**config.mk**
```make
export PLATFORM = sky130hd
export DESIGN_NAME = mtds_mod
export DESIGN_NICKNAME = d
export VERILOG_FILES = /design/src/rtl/mtds_mod.sv
export SDC_FILE = /design/constraint.sdc
export NUM_CORES = 1
export LEC_CHECK = 0
export BUFFER_PORTS_ARGS = -buffer_cell sky130_fd_sc_hd__clkbuf_2
export CORE_AREA = 8 8 99 167
export DETAILED_ROUTE_END_ITERATION = 6
export DIE_AREA = 0 0 107 175
export PLACE_DENSITY_LB_ADDON = 0.15
export SLEW_MARGIN = 20
export SYNTH_ARGS = -nofsm -noshare
export SYNTH_HDL_FRONTEND = slang
export SYNTH_SLANG_ARGS = --single-unit
```
**constraint.sdc**
```tcl
create_clock -name i_clk -period 3.7 [get_ports i_clk]
set_input_delay 0.74 -clock i_clk [delete_from_list [all_inputs] [get_ports i_clk]]
set_output_delay 0.74 -clock i_clk [all_outputs]
set_load 0.05 [all_outputs]
```
**src/rtl/mtds_mod.sv**
```systemverilog
// bit-serial remainder unit, one quotient bit per cycle
`timescale 1ns / 1ps
`default_nettype none
module mtds_mod (
    input  wire logic        i_clk,
    input  wire logic        i_rst_n,
    input  wire logic        i_start,
    input  wire logic [31:0] i_a,
    input  wire logic [31:0] i_p,
    output logic             o_busy,
    output logic             o_done,
    output logic [31:0]      o_rem
);
    logic [31:0] r_a;
    logic [31:0] r_p;
    logic [32:0] r_rem;
    logic [5:0]  r_cnt;
    logic        r_busy;
    logic        r_done;
    logic [32:0] n_try;

    // shift in next dividend bit
    assign n_try = {r_rem[31:0], r_a[31]};

    always_ff @(posedge i_clk) begin
        if (!i_rst_n) begin
            r_busy <= 1'b0;
            r_done <= 1'b0;
            r_cnt  <= '0;
        end else begin
            r_done <= 1'b0;
            if (i_start && !r_busy) begin
                r_busy <= 1'b1;
                r_cnt  <= '0;
                r_a    <= i_a;
                r_p    <= i_p;
                r_rem  <= '0;
            end else if (r_busy) begin
                r_a <= {r_a[30:0], 1'b0};
                if (n_try >= {1'b0, r_p}) begin
                    r_rem <= n_try - {1'b0, r_p};
                end else begin
                    r_rem <= n_try;
                end
                r_cnt <= r_cnt + 6'd1;
                if (r_cnt == 6'd31) begin
                    r_busy <= 1'b0;
                    r_done <= 1'b1;
                end
            end
        end
    end

    assign o_busy = r_busy;
    assign o_done = r_done;
    assign o_rem  = r_rem[31:0];
endmodule
`default_nettype wire

```
==> flow_summary.toml <==
[synthesis]
syn_avg_cell_area_sq_um = 9.82
synth_area_leaders = "edfxtp_1 49%, nand2_1 10%, ha_1 7.1%, a21oi_1 3.6%, inv_1 2.8%"
synth.net_count = 695
synth.yosys.seq_area_share = 0.522
synth_top_area_frac = 0.494
yosysWarnings = 0
ys_ff_latch = 104
yosysTopAreaCell = "edfxtp_1"
netlist_instances = 594
yosys.cell_types.count = 50
synth_edf_count = 96
ys_async_sr_fraction = 0
netlist_area_sq_mm = 0.00583
ys.flop_type = "edfxtp_1"

[clock_tree]
clock-root-buffer = "clkbuf_16"
htreeDepth = 3
clock_sinks = 104
post-cts-setup-buffers = 0
hold_buffers = 0
clk_latency_ps = 350
cts_tree = "built"
cts_resized = 0
clock_path_buffers = 2
cts_buffers = 9
clk_pin_slew_ps = 70

[timing]
maxSlewHeadroom = 0.581
fin_worst_skew_ps = 14.0
setup_tns_ps = 0
setup_viol = 0
hold_violations = 0
rsz0062_at_grt = "no"
setup_slack_ps = 244
fmax_ghz = 0.289
worst_pin_slew_ps = 628
fin_crit_sh = 0.934
fin_crit_ps = 3460
drv_slew = 0

[floorplan]
initial_core_util = 0.408
fp.coreArea_sq_mm = 0.0143
dieArea_sq_mm = 0.0187
die_x_microns = 107
row_count = 58
ios = 101
die_h_microns = 175

[routing]
vias = 4568
ant_nets = 0
routed_wl_microns = 14500
detail_route.wl_per_cell_microns = 16.5
remaining_drc_errors = 0
dr.first_iter.drc_count = 181
dr.pass1.iters = 4
viasPerCell = 5.20

[placed_design]
gp_congestion = 0.831
pre_cts_ws_ps = 237
io_buffers = 100
dp_hpwl_microns = 10700

[power_and_ir_drop]
seqPwrFrac = 0.404
internal_power_mw = 2.40
power_frac_comb = 0.329
leakagePower_nw = 3.06
total_power_mw = 3.71
power_switching_mw = 1.31
p_sw_frac = 0.354
ir_worst_vdd_uv = 207
powerDensity_mw_per_mm2 = 540
power_frac_clock = 0.267

[global_routing]
busiest_layer = "met2"
grt_util_met3 = 0.0432
use_met1 = 0.163
first_global_vias = 4873
grt_max_degree = 58
gr-total-overflow = 0
grt_util_all_layers = 0.157
antenna_found_initial = 0
grt.met2_usage = 0.278
grt_pass1_wl_microns = 23500

[outcome]
status = "finished, final reports clean"

[setup_path]
critPathKind = "flop to flop"
slowest_delay_ps = 560
worst_setup_path_start_kind = "flop"
worst_ep_arrival_time_ps = 3630
critPathRequiredTime_ps = 3880
cp_cell_sequence = "inv_1, ha_1, inv_1, fa_1, a211oi_2, o21bai_1, a21oi_2, nor3_1, or4_1, a311o_1, a311oi_2, nor3_1, a211oi_1"
cp-end-kind = "flop"
critical_path.top_delay_family = "compound AO/OA/AOI/OAI gates"
crit_fanout = 5
cpMaxStageDelayCell = "or4_1"
crit_buf_inv = 2

[layout]
areaGrowthSynthToFinish_pct = 17.8
layout.nets = 794
drive_above_1_share = 0.196
num_antenna_cells = 0
regArea_sq_mm = 0.00304
utilization = 0.481
fillers = 1361
multi_input_area_sq_mm = 0.00254

[job]
drv_cap = 0

[worst_hold_path]
min_path_type = "flop to flop"
[final cells by class]
type | instances | area share
clock buffer | 10 | 0.0333
clock inverter | 6 | 0.0111
inverter | 44 | 0.0240
multi-input combinational | 423 | 0.369
sequential | 104 | 0.443
tap | 180 | 0.0328
timing repair buffer | 111 | 0.0867
[Yosys cell counts, types with 3 or more instances]
library cell / instances
xnor2_1: 16
a21o_1: 14
a21oi_1: 42
a211oi_1: 7
ha_1: 33
o21bai_1: 5
nand3_1: 13
clkbuf_1: 16
and2_1: 4
a211o_1: 3
nor3_1: 6
inv_1: 44
nor2b_1: 4
edfxtp_1: 96
o211ai_1: 3
nand4_1: 8
o21ai_0: 15
and3_1: 5
o22ai_1: 7
nand2_1: 155
or3_1: 3
buf_2: 4
dfxtp_1: 8
a31oi_1: 4
nor2_1: 25
a21oi_2: 4
xor2_1: 13
o21a_1: 8
[sequential cells by signal (all words and copies together) (netlist names)]
signal and count:
r_cnt 6, o_done 1, r_a 32, r_p 32
o_busy 1, r_rem 32
[through the flow]
| step | area, sq um | std cells | hold WS (ps) |
|---|---|---|---|
| 6_report | 6870 | 878 | 497 |
| 5_1_grt | 6870 | 878 | 522 |
| 4_1_cts | 6870 | 878 | 503 |
| 3_5_place_dp | 6570 | 862 | 492 |
| 3_3_place_gp | 6570 | 862 | 470 |
| 2_1_floorplan | 5830 | 594 | 459 |
[logic make-up after synthesis]
group / synth area share
simple gates: 0.170
xor+xnor: 0.0436
buf+inv: 0.0453
compound gates: 0.144
flops: 0.522
mux: 0.00172
fa+ha+maj: 0.0742
[routing by layer]
| metal | part of all wire | routed length [microns] | vias to the layer above |
|---|---|---|---|
| met5 | 0 | 0 | - |
| met4 | 0.032 | 461 | 0 |
| met3 | 0.055 | 803 | 29 |
| met2 | 0.52 | 7580 | 108 |
| met1 | 0.39 | 5670 | 2142 |
| li1 | - | - | 2289 |
[path summary, 6_finish.rpt]
| kind | start | end | slack, ps | cells past startpoint |
|---|---|---|---|---|
| setup / recovery | r_a[31] | r_rem[30] | 240 | 13 |
| hold / removal | r_cnt[5] | r_cnt[5] | 500 | 2 |
| setup reg to reg | r_a[31] | r_rem[30] | 240 | 13 |
| hold reg to reg | r_cnt[5] | r_cnt[5] | 500 | 2 |
[tightest hold or removal path: cells and delay by family (launching register included)]
family	cells	cell delay, ps
DFF	1	330
AOI/OAI and AO/OA	2	130
[cell usage in the layout (no fill, tap or decap), types with 9 or more instances in the layout]
cell type / Yosys / routed
clkbuf_16: 0 / 9
nand2_1: 155 / 155
a21oi_1: 42 / 41
inv_1: 44 / 44
clkbuf_2: 0 / 100
edfxtp_1: 96 / 96
xor2_1: 13 / 13
nand3_1: 13 / 13
o21ai_0: 15 / 15
nor2_1: 25 / 25
a21o_1: 14 / 14
xnor2_1: 16 / 16
buf_4: 0 / 10
ha_1: 33 / 33
[power by group through the flow]
| stage | logic, mW | registers, mW | clock network [mW] |
|---|---|---|---|
| global placement | 1.21 | 1.52 | 0 |
| detailed placement | 1.22 | 1.52 | 0 |
| finish | 1.22 | 1.50 | 0.990 |
| floorplan | 0.713 | 1.70 | 0 |
| global route | 1.34 | 1.51 | 1.05 |
| CTS | 1.23 | 1.50 | 1.02 |
(Power assumes the default switching activity.)
