--- src/rtl/mtds_pkg.sv ---
// shared types and constants of the multi timer deadline scheduler
`timescale 1ns / 1ps
`default_nettype none
package mtds_pkg;

    // command codes
    localparam logic [2:0] CMD_CFG   = 3'd0;
    localparam logic [2:0] CMD_START = 3'd1;
    localparam logic [2:0] CMD_STOP  = 3'd2;
    localparam logic [2:0] CMD_CHECK = 3'd3;
    localparam logic [2:0] CMD_SHIFT = 3'd4;

    // result codes
    localparam logic [1:0] EV_DONE    = 2'd0;
    localparam logic [1:0] EV_EXPIRED = 2'd1;
    localparam logic [1:0] EV_ALARM   = 2'd2;
    localparam logic [1:0] EV_STOPPED = 2'd3;

    // register indexes
    localparam logic REG_MIN_FINE   = 1'b0;
    localparam logic REG_MIN_COARSE = 1'b1;

    // register reset values
    localparam logic [15:0] MIN_FINE_RST   = 16'd3;
    localparam logic [15:0] MIN_COARSE_RST = 16'd1;

    // slot flag bit positions
    localparam int FL_RUN = 0;
    localparam int FL_GRP = 1;
    localparam int FL_PER = 2;
    localparam int FL_ABS = 3;
    localparam int FL_ACT = 4;
    localparam int FL_OUT = 5;

    typedef struct packed {
        logic [2:0]  cmd;
        logic [3:0]  timer_id;
        logic        group;
        logic [31:0] now_fine;
        logic [31:0] now_coarse;
        logic [31:0] period;
        logic        is_periodic;
        logic        is_absolute;
        logic        has_action;
        logic        shift_positive;
        logic [31:0] shift_fine;
        logic [31:0] shift_coarse;
    } t_in;

    typedef struct packed {
        logic [1:0]  event_res;
        logic [3:0]  event_timer;
        logic        event_group;
        logic [31:0] alarm_delay;
        logic        last;
    } t_out;

    // operation broadcast to the cells
    typedef enum logic [2:0] {
        OP_NONE  = 3'd0,
        OP_CFG   = 3'd1,
        OP_BEGIN = 3'd2,
        OP_STOP  = 3'd3,
        OP_MARK  = 3'd4,
        OP_SHIFT = 3'd5
    } t_op;

    typedef struct packed {
        t_op         op;
        logic [31:0] now;
        logic        grp;
        logic        excl;
        logic [31:0] tmo;
        logic [31:0] period;
        logic        per;
        logic        abs;
        logic        act;
        logic        fwd;
        logic [31:0] sh_fine;
        logic [31:0] sh_coarse;
    } t_ctl;

    // running minimum handed along the cell row
    typedef struct packed {
        logic        any;
        logic [31:0] min;
    } t_link;

    typedef struct packed {
        logic        run;
        logic        grp;
        logic        per;
        logic        abs;
        logic        act;
        logic        hit;
        logic [31:0] left;
        logic [31:0] period;
    } t_sts;

endpackage
`default_nettype wire

--- src/rtl/mtds_cell.sv ---
// one timer slot with its stage of the running minimum row
`timescale 1ns / 1ps
`default_nettype none
module mtds_cell (
    input  wire logic            i_clk,
    input  wire logic            i_rst_n,
    input  wire mtds_pkg::t_ctl  i_ctl,
    input  wire logic            i_me,
    input  wire mtds_pkg::t_link i_prev,
    output mtds_pkg::t_link      o_next,
    output mtds_pkg::t_sts       o_sts
);
    logic [31:0]     r_period;
    logic [31:0]     r_timeout;
    logic [31:0]     r_ref;
    logic [5:0]      r_flags;
    logic [31:0]     r_left;
    logic            r_v;
    mtds_pkg::t_link r_next;
    logic [31:0]     elapsed;
    logic [31:0]     left;
    logic            in_grp;
    logic [31:0]     sh;

    // remaining time and expiry at the broadcast time
    assign elapsed = i_ctl.now - r_ref;
    assign left    = (elapsed <= r_timeout) ? (r_timeout - elapsed) : 32'd0;
    assign in_grp  = r_flags[mtds_pkg::FL_RUN] && (r_flags[mtds_pkg::FL_GRP] == i_ctl.grp);
    assign sh      = r_flags[mtds_pkg::FL_GRP] ? i_ctl.sh_coarse : i_ctl.sh_fine;

    // slot state updates
    always_ff @(posedge i_clk) begin
        if (!i_rst_n) begin
            r_period  <= '0;
            r_timeout <= '0;
            r_ref     <= '0;
            r_flags   <= '0;
        end else begin
            case (i_ctl.op)
                mtds_pkg::OP_CFG: begin
                    if (i_me) begin
                        r_flags   <= {1'b0, i_ctl.act, i_ctl.abs, i_ctl.per, i_ctl.grp, 1'b0};
                        r_period  <= i_ctl.period;
                        r_timeout <= i_ctl.period;
                    end
                end
                mtds_pkg::OP_BEGIN: begin
                    if (i_me) begin
                        r_flags[mtds_pkg::FL_OUT] <= 1'b0;
                        r_flags[mtds_pkg::FL_RUN] <= 1'b1;
                        r_ref     <= i_ctl.now;
                        r_timeout <= i_ctl.tmo;
                    end
                end
                mtds_pkg::OP_STOP: begin
                    if (i_me) begin
                        r_flags[mtds_pkg::FL_RUN] <= 1'b0;
                    end
                end
                mtds_pkg::OP_MARK: begin
                    if (in_grp && (elapsed >= r_timeout)) begin
                        r_flags[mtds_pkg::FL_RUN] <= 1'b0;
                        r_flags[mtds_pkg::FL_OUT] <= 1'b1;
                    end
                end
                mtds_pkg::OP_SHIFT: begin
                    if (r_flags[mtds_pkg::FL_RUN]) begin
                        r_ref <= i_ctl.fwd ? (r_ref + sh) : (r_ref - sh);
                    end
                end
                default: begin
                end
            endcase
        end
    end

    // register own contribution, then fold into the row
    always_ff @(posedge i_clk) begin
        if (!i_rst_n) begin
            r_v        <= 1'b0;
            r_next.any <= 1'b0;
        end else begin
            r_v        <= in_grp && !(i_ctl.excl && i_me);
            r_next.any <= i_prev.any || r_v;
        end
        r_left <= left;
        if (!i_prev.any || (r_v && (r_left < i_prev.min))) begin
            r_next.min <= r_left;
        end else begin
            r_next.min <= i_prev.min;
        end
    end

    assign o_next       = r_next;
    assign o_sts.run    = r_flags[mtds_pkg::FL_RUN];
    assign o_sts.grp    = r_flags[mtds_pkg::FL_GRP];
    assign o_sts.per    = r_flags[mtds_pkg::FL_PER];
    assign o_sts.abs    = r_flags[mtds_pkg::FL_ABS];
    assign o_sts.act    = r_flags[mtds_pkg::FL_ACT];
    assign o_sts.hit    = in_grp && (elapsed >= r_timeout);
    assign o_sts.left   = r_left;
    assign o_sts.period = r_period;
endmodule
`default_nettype wire

--- config.mk ---
export PLATFORM = sky130hd
export DESIGN_NAME = mtds_cell
export DESIGN_NICKNAME = d
export VERILOG_FILES = /design/src/rtl/mtds_pkg.sv /design/src/rtl/mtds_cell.sv
export SDC_FILE = /design/constraint.sdc
export NUM_CORES = 1
export LEC_CHECK = 0
export ABC_AREA = 1
export CAP_MARGIN = 25
export CORE_MARGIN = 3
export CORE_UTILIZATION = 54
export CTS_CLUSTER_SIZE = 8
export DETAILED_ROUTE_END_ITERATION = 7
export DONT_BUFFER_PORTS = 1
export PLACE_DENSITY = 0.68
export REMOVE_ABC_BUFFERS = 1
export SLEW_MARGIN = 20
export SYNTH_ARGS = -nofsm -noshare
export SYNTH_HDL_FRONTEND = slang
export SYNTH_SLANG_ARGS = --single-unit
export TNS_END_PERCENT = 30
--- constraint.sdc ---
create_clock -name i_clk -period 3.9 [get_ports i_clk]
set_input_delay 0 -clock i_clk [delete_from_list [all_inputs] [get_ports i_clk]]
set_output_delay 0 -clock i_clk [all_outputs]
set_load 0.1 [all_outputs]
==> reports/qor.yml, run 1 <==
timing:
  slew_viol_final: 0
  rsz0062_at_grt: "true"
  hold_viol_final: 1
  fin_ws_ns: -0.02053
  tns_ns: -0.02053
  finalHoldWorstSlack_ns: -0.009417
  fmax_mhz: 255.1
  max_slew.worst_pin.slew_ns: 1.058
  finalSetupViolCount: 1
  min_period_over_period_pct: 100.5
  clock_skew_ns: 0.02431
  timing.slew.headroom_pct: 29.37
  fin_crit_ns: 3.921
routing:
  drc: 0
  drt-total-wl_um: 52460
  wl_met3_um: 4012
  wl_per_cell_um: 18.50
  vias_per_cell: 5.780
  met2_length_um: 25500
  drt_pass1_iterations: 6
  postRouteAntennaNets: 0
  num_vias: 16390
  met1_length_um: 19650
  highest_layer: "met5"
  drt_iter0_markers: 1427
clock_tree:
  root_buffer: "clkbuf_16"
  numClockSinks: 167
  cts_tree: "built"
  cts_buffers: 17
  cts_htree_levels: 4
  clockBufferDepth: 2
  path_clk_slew_ns: 0.08
  clock_latency_ns: 0.45
die:
  io_pins: 308
  start_util_pct: 55.08
  die_area_um2: 27720
  rows: 58
  fp.dieW_um: 166.5
  fp.dieH_um: 166.5
  coreArea_um2: 25250
synthesis:
  synth-seq-cells: 167
  ys_async_sr_fraction_pct: 0
  synth.largest_area_cell: "dfxtp_1"
  syn_area_um2: 13910
  synth_edf_count: 0
  yosys-top-cells-count: "nand2_1, inv_1, nor2_1"
  ys_types: 47
  yosysTopAreaCellShare_pct: 24.04
  syn-instance-count: 2215
  ys.warnings.count: 0
  synth_area_per_cell_um2: 6.280
  yosysMostFrequentCell: "nand2_1"
  ys.flop_type: "dfxtp_1"
  synth-seq-area-share_pct: 24.04
  synth.area.top_cells: "dfxtp_1, nand2_1, ha_1, inv_1, nor2_1"
power:
  switching_share_pct: 43.55
  p_leak_nw: 8.825
  p_clk_share_pct: 28.9
  intPower_mw: 3.583
  power_frac_comb_pct: 36.8
  ir_drop_mv: 0.3057
  power.switching_mw: 2.764
  seq_power_share_pct: 34.2
  powerDensity_nw_per_um2: 341.9
status:
  violations: "hold timing, setup timing"
  outcome: "finished, violations left"
flow_run:
  maxCapViolations: 0
min_path:
  min-delay-path-class: "in -> reg"
setup_path:
  cpPeakStageDelay_ns: 0.34
  cp_top_family: "simple AND/OR/NAND/NOR gates"
  worst_ep_arrival_time_ns: 3.92
  cp_slowest_cell: "dfxtp_2"
  critPathKind: "reg -> out"
  crit_chain: "inv_1 -> ha_1 -> buf_4 -> a21o_1 -> a21o_1 -> inv_1 -> o21ai_0 -> a21oi_1 -> nand2_1 -> xor2_1 -> ha_1 -> nand2_2 -> nor3_4 -> nand2_2 -> nor4_4 -> nand4_1 -> buf_4 -> a21oi_4 -> buf_12"
  start_kind: "flip-flop"
  worstPathRequired_ns: 3.90
  end_kind: "output pin"
  critPathMaxFanout: 3
  path_buf_inv: 5
placement:
  place_congestion: 0.9894
  place_hpwl_um: 35590
  io_buffer_count: 0
  post-place-ws_ns: -0.03961
global_route:
  grt_pass1_wl_um: 81050
  first_global_vias: 15980
  antenna_found_initial: 2
  grt_overflow_total: 0
  grt_use_total_pct: 35.64
  grt_max_degree: 90
layout:
  fillers: 1999
  final_nets: 2825
  drive_gt1_share_pct: 13.30
  final_util_pct: 73.50
  area_growth_pct: 33.44
-- registers in the layout (all words and copies together) (netlist names) --
signal and count:
o_next 33, r_timeout 32, r_period 32, r_flags 5, r_left 32, r_ref 32
r_v 1
-- layer usage --
layer / global-route usage (%) / up-vias
met5: 0 / -
met4: 19.80 / 2
met3: 6.409 / 217
met2: 63.49 / 890
met1: 40.20 / 7440
li1: - / 7836
-- worst register-to-register path, delay by kind of cell (launching register included) --
family,cells,cell delay (ns)
AND/OR/NAND/NOR,7,0.94
buffers and inverters,7,0.87
AO/OA/AOI/OAI,6,0.85
adder cells (fa/ha/maj),2,0.64
flip-flops,1,0.34
XOR/XNOR,1,0.15
-- cell usage in the layout, fill, tap and decap left out, types with 45 or more instances in the layout --
master	count
buf_4	103
a21oi_1	115
a31oi_1	50
nand2_1	561
o21ai_0	142
inv_1	260
nor2_1	219
nand3_1	114
xor2_1	52
dfxtp_1	152
nand4_1	45
dlygate4sd3_1	219
ha_1	102
-- logic make-up after synthesis --
logic type | share of synthesized area (%)
xor gates and xnor gates | 5.730
buffers and inverters | 9.733
and+or+nand+nor | 31.65
AOI/OAI and AO/OA | 17.08
DFF | 24.04
adders and majority gates | 11.77
-- power groups by stage --
stage	Clock [mW]	Sequential (mW)	Combinational, mW
2_1_floorplan	0	2.39	1.17
3_3_place_gp	0	2.21	1.80
3_5_place_dp	0	2.21	1.81
4_1_cts	1.84	2.17	2.11
5_1_grt	1.91	2.18	2.55
6_report	1.83	2.17	2.34
-- layout make-up --
| type | instances | area [um^2] | area share [%] |
|---|---|---|---|
| multi-input combinational | 1700 | 10000 | 53.88 |
| sequential | 167 | 3367 | 18.14 |
| timing repair buffer | 330 | 3107 | 16.74 |
| inverter | 275 | 1037 | 5.588 |
| clock buffer | 17 | 425.4 | 2.292 |
| tap | 330 | 412.9 | 2.224 |
| clock inverter | 15 | 209.0 | 1.126 |
| antenna | 1 | 2.502 | 0.01348 |
-- through the flow --
stage | cells | total power [mW] | instance area (um^2)
finish | 2835 | 6.347 | 18560
global route | 2835 | 6.635 | 18560
CTS | 2812 | 6.121 | 17970
detailed placement | 2542 | 4.020 | 14550
global placement | 2542 | 4.009 | 14550
floorplan | 2142 | 3.566 | 13590
-- timing repair --
action	CTS	global route
setup buffers	18	21
hold buffers	220	0
hold endpoints to repair	135	0
gates cloned	0	0
gates resized for setup	95	109
endpoints found under the setup margin	5	45
pin swaps	23	41
-- final timing paths --
path         cells past startpoint  slack (ns)                   start                endpoint
min                              2      -0.009                 i_rst_n   o_next[32]$_SDFF_PN0_
min reg2reg                      2        0.49  r_ref[20]$_SDFFE_PN0P_  r_ref[20]$_SDFFE_PN0P_
max reg2reg                     23        0.06  r_ref[17]$_SDFFE_PN0P_   r_left[28]$_SDFF_PN0_
max                             19       -0.02  r_ref[17]$_SDFFE_PN0P_               o_sts[64]
Power figures use the tool's default switching activity.
==> run 2, diff against run 1 <==
--- a/config.mk
+++ b/config.mk
@@ -12,8 +12,7 @@
 export CTS_CLUSTER_SIZE = 8
 export DETAILED_ROUTE_END_ITERATION = 7
 export DONT_BUFFER_PORTS = 1
-export PLACE_DENSITY = 0.68
-export REMOVE_ABC_BUFFERS = 1
+export PLACE_DENSITY = 0.71
 export SLEW_MARGIN = 20
 export SYNTH_ARGS = -nofsm -noshare
 export SYNTH_HDL_FRONTEND = slang
==> constraint.sdc (replaced) <==
create_clock -name i_clk -period 3.6 [get_ports i_clk]
set_input_delay 0 -clock i_clk [delete_from_list [all_inputs] [get_ports i_clk]]
set_output_delay 0 -clock i_clk [all_outputs]
set_load 0.1 [all_outputs]
==> run 2 against run 1 <==
The flow finishes with violations (setup timing). Register-to-register slack worse by 0.28 ns. Critical path depth is the same. Power up 13%. Via count up 3.6%. Cell count is 2.4% higher. Clock power rose by 9%. Sequential share of layout area decreased by 0.82 points. Final area rose by 4.7%. Clock skew is essentially flat. Die area unchanged. Hold slack improved by 0.017 ns.
==> reports/qor.yml, run 2 (synthesis gave the netlist of run 1 again) <==
status:
  outcome: "finished, violations left"  # unchanged
  violations: "setup timing"  # was hold timing, setup timing
routing:
  num_vias: 16980  # was 16390
  drc: 0  # unchanged
  drt-total-wl_um: 54810  # was 52460 um
  wl_per_cell_um: 18.89  # was 18.50 um
  drt_iter0_markers: 1479  # was 1427
  postRouteAntennaNets: 0  # unchanged
  drt_pass1_iterations: 6  # unchanged
  vias_per_cell: 5.850  # was 5.780
layout:
  area_growth_pct: 39.66  # was 33.44%
  drive_gt1_share_pct: 20.68  # was 13.30%
  n_antenna_cell: 0  # was 1
  fillers: 1849  # was 1999
  largest_reg_flops: 33  # unchanged
  most-common-layout-cells: "nand2_1, inv_1, buf_4"  # was nand2_1, inv_1, nor2_1, dlygate4sd3_1, dfxtp_1
  layout_commonest_cell: "nand2_1"  # unchanged
  final_nets: 2893  # was 2825
die:
  fp.dieW_um: 166.5  # unchanged
  coreArea_um2: 25250  # unchanged
  rows: 58  # unchanged
  fp.dieH_um: 166.5  # unchanged
  die_area_um2: 27720  # unchanged
  io_pins: 308  # unchanged
  start_util_pct: 55.08  # unchanged
setup_path:
  start_kind: "flip-flop"  # unchanged
  end_kind: "output pin"  # unchanged
  critPathMaxFanout: 4  # was 3
  critPathKind: "reg -> out"  # unchanged
  worstPathRequired_ns: 3.60  # was 3.90 ns
  worst_ep_arrival_time_ns: 3.90  # was 3.92 ns
clock_tree:
  clock_latency_ns: 0.45  # about the same
  numClockSinks: 167  # unchanged
  clockBufferDepth: 2  # unchanged
  cts_tree: "built"  # unchanged
  root_buffer: "clkbuf_16"  # unchanged
  path_clk_slew_ns: 0.09  # was 0.08 ns
  cts_htree_levels: 4  # unchanged
  cts_buffers: 17  # unchanged
power:
  intPower_mw: 4.042  # was 3.583 mW
  seq_power_share_pct: 32.9  # was 34.2%
  p_total_mw: 7.160  # was 6.347 mW
  p_clk_share_pct: 27.9  # was 28.9%
  power.switching_mw: 3.117  # was 2.764 mW
  power_frac_comb_pct: 39.1  # was 36.8%
  p_leak_nw: 9.392  # was 8.825 nW
  ir_drop_mv: 0.3930  # was 0.3057 mV
  powerDensity_nw_per_um2: 368.6  # was 341.9 nW/um^2
  switching_share_pct: 43.54  # was 43.55%
timing:
  hold_viol_final: 0  # was 1
  max_slew.worst_pin.slew_ns: 1.016  # was 1.058 ns
  rsz0062_at_grt: "true"  # unchanged
  finalSetupViolCount: 36  # was 1
  min_period_over_period_pct: 108.4
  tns_ns: -5.810  # was -0.02053 ns
  fmax_mhz: 256.3
  slew_viol_final: 0  # unchanged
  fin_ws_ns: -0.3016  # was -0.02053 ns
  fin_crit_ns: 3.902
  clock_skew_ns: 0.02398  # was 0.02431 ns
  timing.slew.headroom_pct: 32.17  # was 29.37%
  finalHoldWorstSlack_ns: 0.007510  # was -0.009417 ns
global_route:
  antenna_found_initial: 1  # was 2
  first_global_vias: 16060  # was 15980
  grt_use_total_pct: 35.82  # was 35.64%
  grt_overflow_total: 0  # unchanged
  grt_max_degree: 90  # unchanged
  grt_pass1_wl_um: 81550  # was 81050 um
flow_run:
  maxCapViolations: 0  # unchanged
synthesis:
  synth_nets: 2549
placement:
  place_hpwl_um: 36820  # was 35590 um
  place_congestion: 0.9704  # was 0.9894
  io_buffer_count: 0  # unchanged
min_path:
  min-delay-path-class: "in -> reg"  # unchanged
-- run 2: cell types whose count changed in the layout (fill, tap and decap cells not counted), moves of 8 or more --
cell	previous run	this run
nand2_1	561	535
ha_4	18	26
dlygate4sd3_1	219	163
nor2_2	12	25
buf_4	103	217
nor2_1	219	199
nand2_4	1	10
nand2_2	37	54
-- run 2: worst paths after layout --
kind	startpoint	endpoint	slack, ns	cells after the start
worst max-delay path	r_ref[10]$_SDFFE_PN0P_	o_sts[64]	-0.30	19
worst min-delay path	i_ctl[168]	r_ref[0]$_SDFFE_PN0P_	0.008	4
worst max register to register	r_ref[10]$_SDFFE_PN0P_	r_left[11]$_SDFF_PN0_	-0.22	25
worst min register to register	r_ref[29]$_SDFFE_PN0P_	r_ref[29]$_SDFFE_PN0P_	0.55	2
-- run 2: area by class of cell --
class                           count  area (um^2)  area share [%]
Multi-Input combinational cell   1700        10400           53.56
Clock inverter                     14        171.4          0.8824
Inverter                          275         1052           5.417
Tap cell                          330        412.9           2.125
Clock buffer                       18        439.2           2.261
Sequential cell                   167         3364           17.32
Timing Repair Buffer              398         3582           18.44
-- run 2: through the flow --
stage | setup slack (ns) | utilization [%] | cells | cell area [um^2]
2_1_floorplan | 0.1447 | - | 2215 | 13920
3_3_place_gp | -0.1839 | 60.74 | 2643 | 15340
3_5_place_dp | -0.2096 | 60.80 | 2644 | 15350
4_1_cts | -0.2796 | 71.62 | 2859 | 18090
5_1_grt | -0.4994 | 76.92 | 2902 | 19430
6_report | -0.3016 | 76.92 | 2902 | 19430
-- run 2: power groups by stage --
stage / clock network, mW / registers (mW) / logic (mW)
final: 2.00 / 2.36 / 2.80
after global routing: 2.06 / 2.36 / 3.04
after CTS: 1.99 / 2.35 / 2.45
after detailed placement: 0 / 2.39 / 2.15
after global placement: 0 / 2.39 / 2.12
after floorplan: 0 / 2.59 / 1.31
-- run 2: what timing repair did --
item / CTS / global route
pin swaps: 28 / 88
cloned: 2 / 2
endpoints found under the hold margin: 135 / 0
resized for setup: 70 / 239
endpoints found under the setup margin: 36 / 52
hold buffers: 164 / 0
setup buffers: 17 / 39
-- run 2: metal layers --
layer | GRT usage [%] | vias to the layer above | wire length (um)
li1 | - | 7990 | -
met1 | 42.21 | 7735 | 20300
met2 | 62.06 | 988 | 26060
met3 | 7.239 | 263 | 5042
met4 | 17.86 | 2 | 3402
met5 | 0 | - | 12
-- run 2: critical path, stage by stage, from the launching register on --
cell and delay, ns:
dfxtp_1 0.36, inv_1 0.08, ha_4 0.28, buf_4 0.15
nand2_2 0.10, nor2_1 0.15, inv_1 0.12, o21ai_2 0.19
nand2_1 0.10, nand3_2 0.11, xnor2_1 0.18, ha_1 0.33
a21oi_1 0.25, o21ai_0 0.16, a21oi_1 0.18, nor2_1 0.08
nor2_2 0.15, nand2_2 0.11, a21oi_4 0.18, buf_12 0.19
==> run 3, diff against run 2 <==
--- a/config.mk
+++ b/config.mk
@@ -5,14 +5,13 @@
 export SDC_FILE = /design/constraint.sdc
 export NUM_CORES = 1
 export LEC_CHECK = 0
-export ABC_AREA = 1
 export CAP_MARGIN = 25
 export CORE_MARGIN = 3
-export CORE_UTILIZATION = 54
+export CORE_UTILIZATION = 25
 export CTS_CLUSTER_SIZE = 8
 export DETAILED_ROUTE_END_ITERATION = 7
 export DONT_BUFFER_PORTS = 1
-export PLACE_DENSITY = 0.71
+export PLACE_DENSITY = 0.39
 export SLEW_MARGIN = 20
 export SYNTH_ARGS = -nofsm -noshare
 export SYNTH_HDL_FRONTEND = slang
==> run 3 against run 2 <==
The run still ends with setup timing left. Power down 1.8%. Cell count decreased by 3.5%. Worst setup slack got worse by 0.55 ns. Fmax is 12% lower. Utilization shrank 37 points. Flip-flop and latch count is the same. Combinational power up 2%. Final area up 3.1%. First-iteration DRC count decreased by 66%. Highest routed layer is now met4.
==> reports/qor.yml, run 3 <==
synthesis:
  ys_async_sr_fraction_pct: 0  # unchanged
  synth-seq-area-share_pct: 25.79  # was 24.04%
  yosys-top-cells-count: "nand2_1, dfxtp_1, a21oi_1"  # was nand2_1, inv_1, nor2_1
  yosysTopAreaCellShare_pct: 25.79  # was 24.04%
  synth.largest_area_cell: "dfxtp_1"  # unchanged
  synth_nets: 1933  # was 2549
  ys.warnings.count: 0  # unchanged
  ys.flop_type: "dfxtp_1"  # unchanged
  synth.area.top_cells: "dfxtp_1, ha_1, nand2_1, a21oi_1, mux2i_1"  # was dfxtp_1, nand2_1, ha_1, inv_1, nor2_1
  syn-instance-count: 1599  # was 2215
  ys_types: 76  # was 47
  synth-seq-cells: 167  # unchanged
  syn_area_um2: 12960  # was 13910 um^2
  yosysMostFrequentCell: "nand2_1"  # unchanged
  synth_edf_count: 0  # unchanged
  synth_area_per_cell_um2: 8.108  # was 6.280 um^2
power:
  p_leak_nw: 9.054  # was 9.392 nW
  ir_drop_mv: 0.1957  # was 0.3930 mV
  powerDensity_nw_per_um2: 351.0  # was 368.6 nW/um^2
setup_path:
  start_kind: "flip-flop"  # unchanged
  worstPathRequired_ns: 3.60  # about the same
  end_kind: "output pin"  # unchanged
  critPathKind: "reg -> out"  # unchanged
  critPathMaxFanout: 3  # was 4
  worst_ep_arrival_time_ns: 4.45  # was 3.90 ns
global_route:
  met2_usage_pct: 28.53  # was 62.06%
  use_met3_pct: 2.902  # was 7.239%
  met1_usage_pct: 21.97  # was 42.21%
  grt_use_total_pct: 16.99  # was 35.82%
  busiest_layer: "met2"  # unchanged
  grt_pass1_wl_um: 73150  # was 81550 um
  grt_overflow_total: 0  # unchanged
  grt_max_degree: 106  # was 90
  first_global_vias: 13320  # was 16060
  antenna_found_initial: 1  # unchanged
clock_tree:
  numClockSinks: 167  # unchanged
  cts_buffers: 17  # unchanged
  cts_tree: "built"  # unchanged
  clock_latency_ns: 0.46  # was 0.45 ns
  path_clk_slew_ns: 0.07  # was 0.09 ns
  clockBufferDepth: 2  # unchanged
  root_buffer: "clkbuf_16"  # unchanged
  cts_htree_levels: 4  # unchanged
layout:
  fillers: 5206  # was 1849
  final_nets: 2447  # was 2893
  multiInputGateArea_um2: 10080  # was 10400 um^2
  largest_reg_flops: 33  # unchanged
  drive_gt1_share_pct: 31.61  # was 20.68%
  layout_commonest_cell: "buf_4"  # was nand2_1
  final_area_um2: 20030  # was 19430 um^2
  most-common-layout-cells: "buf_4, nand2_1, dfxtp_1"  # was nand2_1, inv_1, buf_4
  seq_area_um2: 3353  # was 3364 um^2
  area_growth_pct: 54.46  # was 39.66%
timing:
  min_period_over_period_pct: 123.6  # was 108.4%
  finalHoldWorstSlack_ns: 0.05681  # was 0.007510 ns
  finalSetupViolCount: 47  # was 36
  max_slew.worst_pin.slew_ns: 1.026  # was 1.016 ns
  clock_skew_ns: 0.01282  # was 0.02398 ns
  hold_viol_final: 0  # unchanged
  fin_ws_ns: -0.8503  # was -0.3016 ns
  fin_crit_ns: 4.450  # was 3.902 ns
  tns_ns: -23.70  # was -5.810 ns
  slew_viol_final: 0  # unchanged
  rsz0062_at_grt: "true"  # unchanged
  timing.slew.headroom_pct: 31.50  # was 32.17%
  fmax_mhz: 224.7  # was 256.3 MHz
routing:
  drt-total-wl_um: 47710  # was 54810 um
  drt_iter0_markers: 504  # was 1479
  drt_pass1_iterations: 5  # was 6
  wl_per_cell_um: 17.05  # was 18.89 um
  vias_per_cell: 4.740  # was 5.850
  drc: 0  # unchanged
  num_vias: 13270  # was 16980
  postRouteAntennaNets: 0  # unchanged
status:
  outcome: "finished, violations left"  # unchanged
  violations: "setup timing"  # unchanged
die:
  coreArea_um2: 50680  # was 25250 um^2
  fp.dieH_um: 233.7  # was 166.5 um
  fp.dieW_um: 233.7  # was 166.5 um
  start_util_pct: 25.58  # was 55.08%
  rows: 82  # was 58
  io_pins: 308  # unchanged
  die_area_um2: 54630  # was 27720 um^2
placement:
  place_congestion: 0.8422  # was 0.9704
  place_area_um2: 16480  # was 15350 um^2
  io_buffer_count: 0  # unchanged
  place_hpwl_um: 36670  # was 36820 um
min_path:
  min-delay-path-class: "in -> reg"  # unchanged
flow_run:
  maxCapViolations: 0  # unchanged
[run 3: cell count changes after synthesis, moves of 25 or more]
cell      previous run  this run
mux2i_1              0        57
o211ai_1             5        30
a21o_1              16        45
nand2_1            588       199
o21ai_0            159        74
mux2_2               0        33
nor2_1             230        87
o211a_1              0        47
inv_1              268        86
a31oi_1             54        11
a21boi_0             3        38
nand3_1            122        28
[run 3: through the flow]
| stage | power [mW] | setup WS (ns) | instances | utilization, % |
|---|---|---|---|---|
| after floorplan | 3.886 | -1.169 | 1599 | - |
| after global placement | 4.735 | -0.7267 | 2561 | 32.51 |
| after detailed placement | 4.745 | -0.7872 | 2561 | 32.51 |
| after CTS | 6.976 | -0.9403 | 2771 | 38.23 |
| after global routing | 7.456 | -1.110 | 2798 | 39.51 |
| final | 7.030 | -0.8503 | 2799 | 39.51 |
[run 3: repair_timing]
action                                  CTS  global route
hold buffers                            154             0
endpoints found under the setup margin   47            52
resized for setup                       118            91
pin swaps                                78            69
setup buffers                            23            29
endpoints found under the hold margin   135             0
cloned                                    2             1
[run 3: final cells by class]
class / count / area share [%]
clock inverter: 13 / 0.5998
tap: 672 / 4.199
clock buffer: 19 / 2.212
timing repair buffer: 567 / 24.26
antenna: 1 / 0.01250
sequential: 167 / 16.74
multi-input combinational: 1274 / 50.36
inverter: 86 / 1.612
[run 3: cell families after synthesis]
| group | share of synthesized area (%) |
|---|---|
| adder cells (fa/ha/maj) | 12.62 |
| XOR/XNOR | 7.499 |
| buffers and inverters | 4.787 |
| AO/OA/AOI/OAI | 25.40 |
| AND/OR/NAND/NOR | 16.64 |
| flip-flops | 25.79 |
| multiplexers | 7.267 |
[run 3: final timing paths]
check / cells past startpoint / start / endpoint / slack, ns
max: 20 / r_ref[0]$_SDFFE_PN0P_ / o_sts[64] / -0.85
min reg2reg: 1 / r_timeout[27]$_SDFFE_PN0P_ / r_timeout[27]$_SDFFE_PN0P_ / 0.51
min: 3 / i_ctl[168] / r_ref[14]$_SDFFE_PN0P_ / 0.06
max reg2reg: 27 / r_ref[0]$_SDFFE_PN0P_ / r_flags[0]$_SDFFE_PN0P_ / -0.83
[run 3: critical path: stages (launching register included)]
cell and delay [ns]:
dfxtp_2 0.35, ha_4 0.13, inv_2 0.03, fa_2 0.34, a211oi_2 0.21, nor2_2 0.08, or3_1 0.32, a21oi_2 0.18
nor2b_2 0.06, buf_4 0.13, a21oi_2 0.12, xor2_1 0.10, ha_1 0.32, nand2_2 0.08, nor4_4 0.26, and4_4 0.28
nand3_2 0.09, or3_4 0.34, a21o_1 0.19, a31oi_4 0.19, buf_12 0.20
[run 3: per-layer routing]
layer / up-vias / wire length [um] / share of wire [%]
li1: 6798 / - / -
met1: 6106 / 21420 / 45
met2: 311 / 22700 / 48
met3: 51 / 2379 / 5.0
met4: 0 / 1213 / 2.5
met5: - / 0 / 0
[run 3: power breakdown]
group          internal [mW]  switching (mW)  total [mW]
logic                   1.37            1.48        2.85
clock network          0.976           0.832        1.81
registers               1.96           0.411        2.37
total                   4.31            2.72        7.03
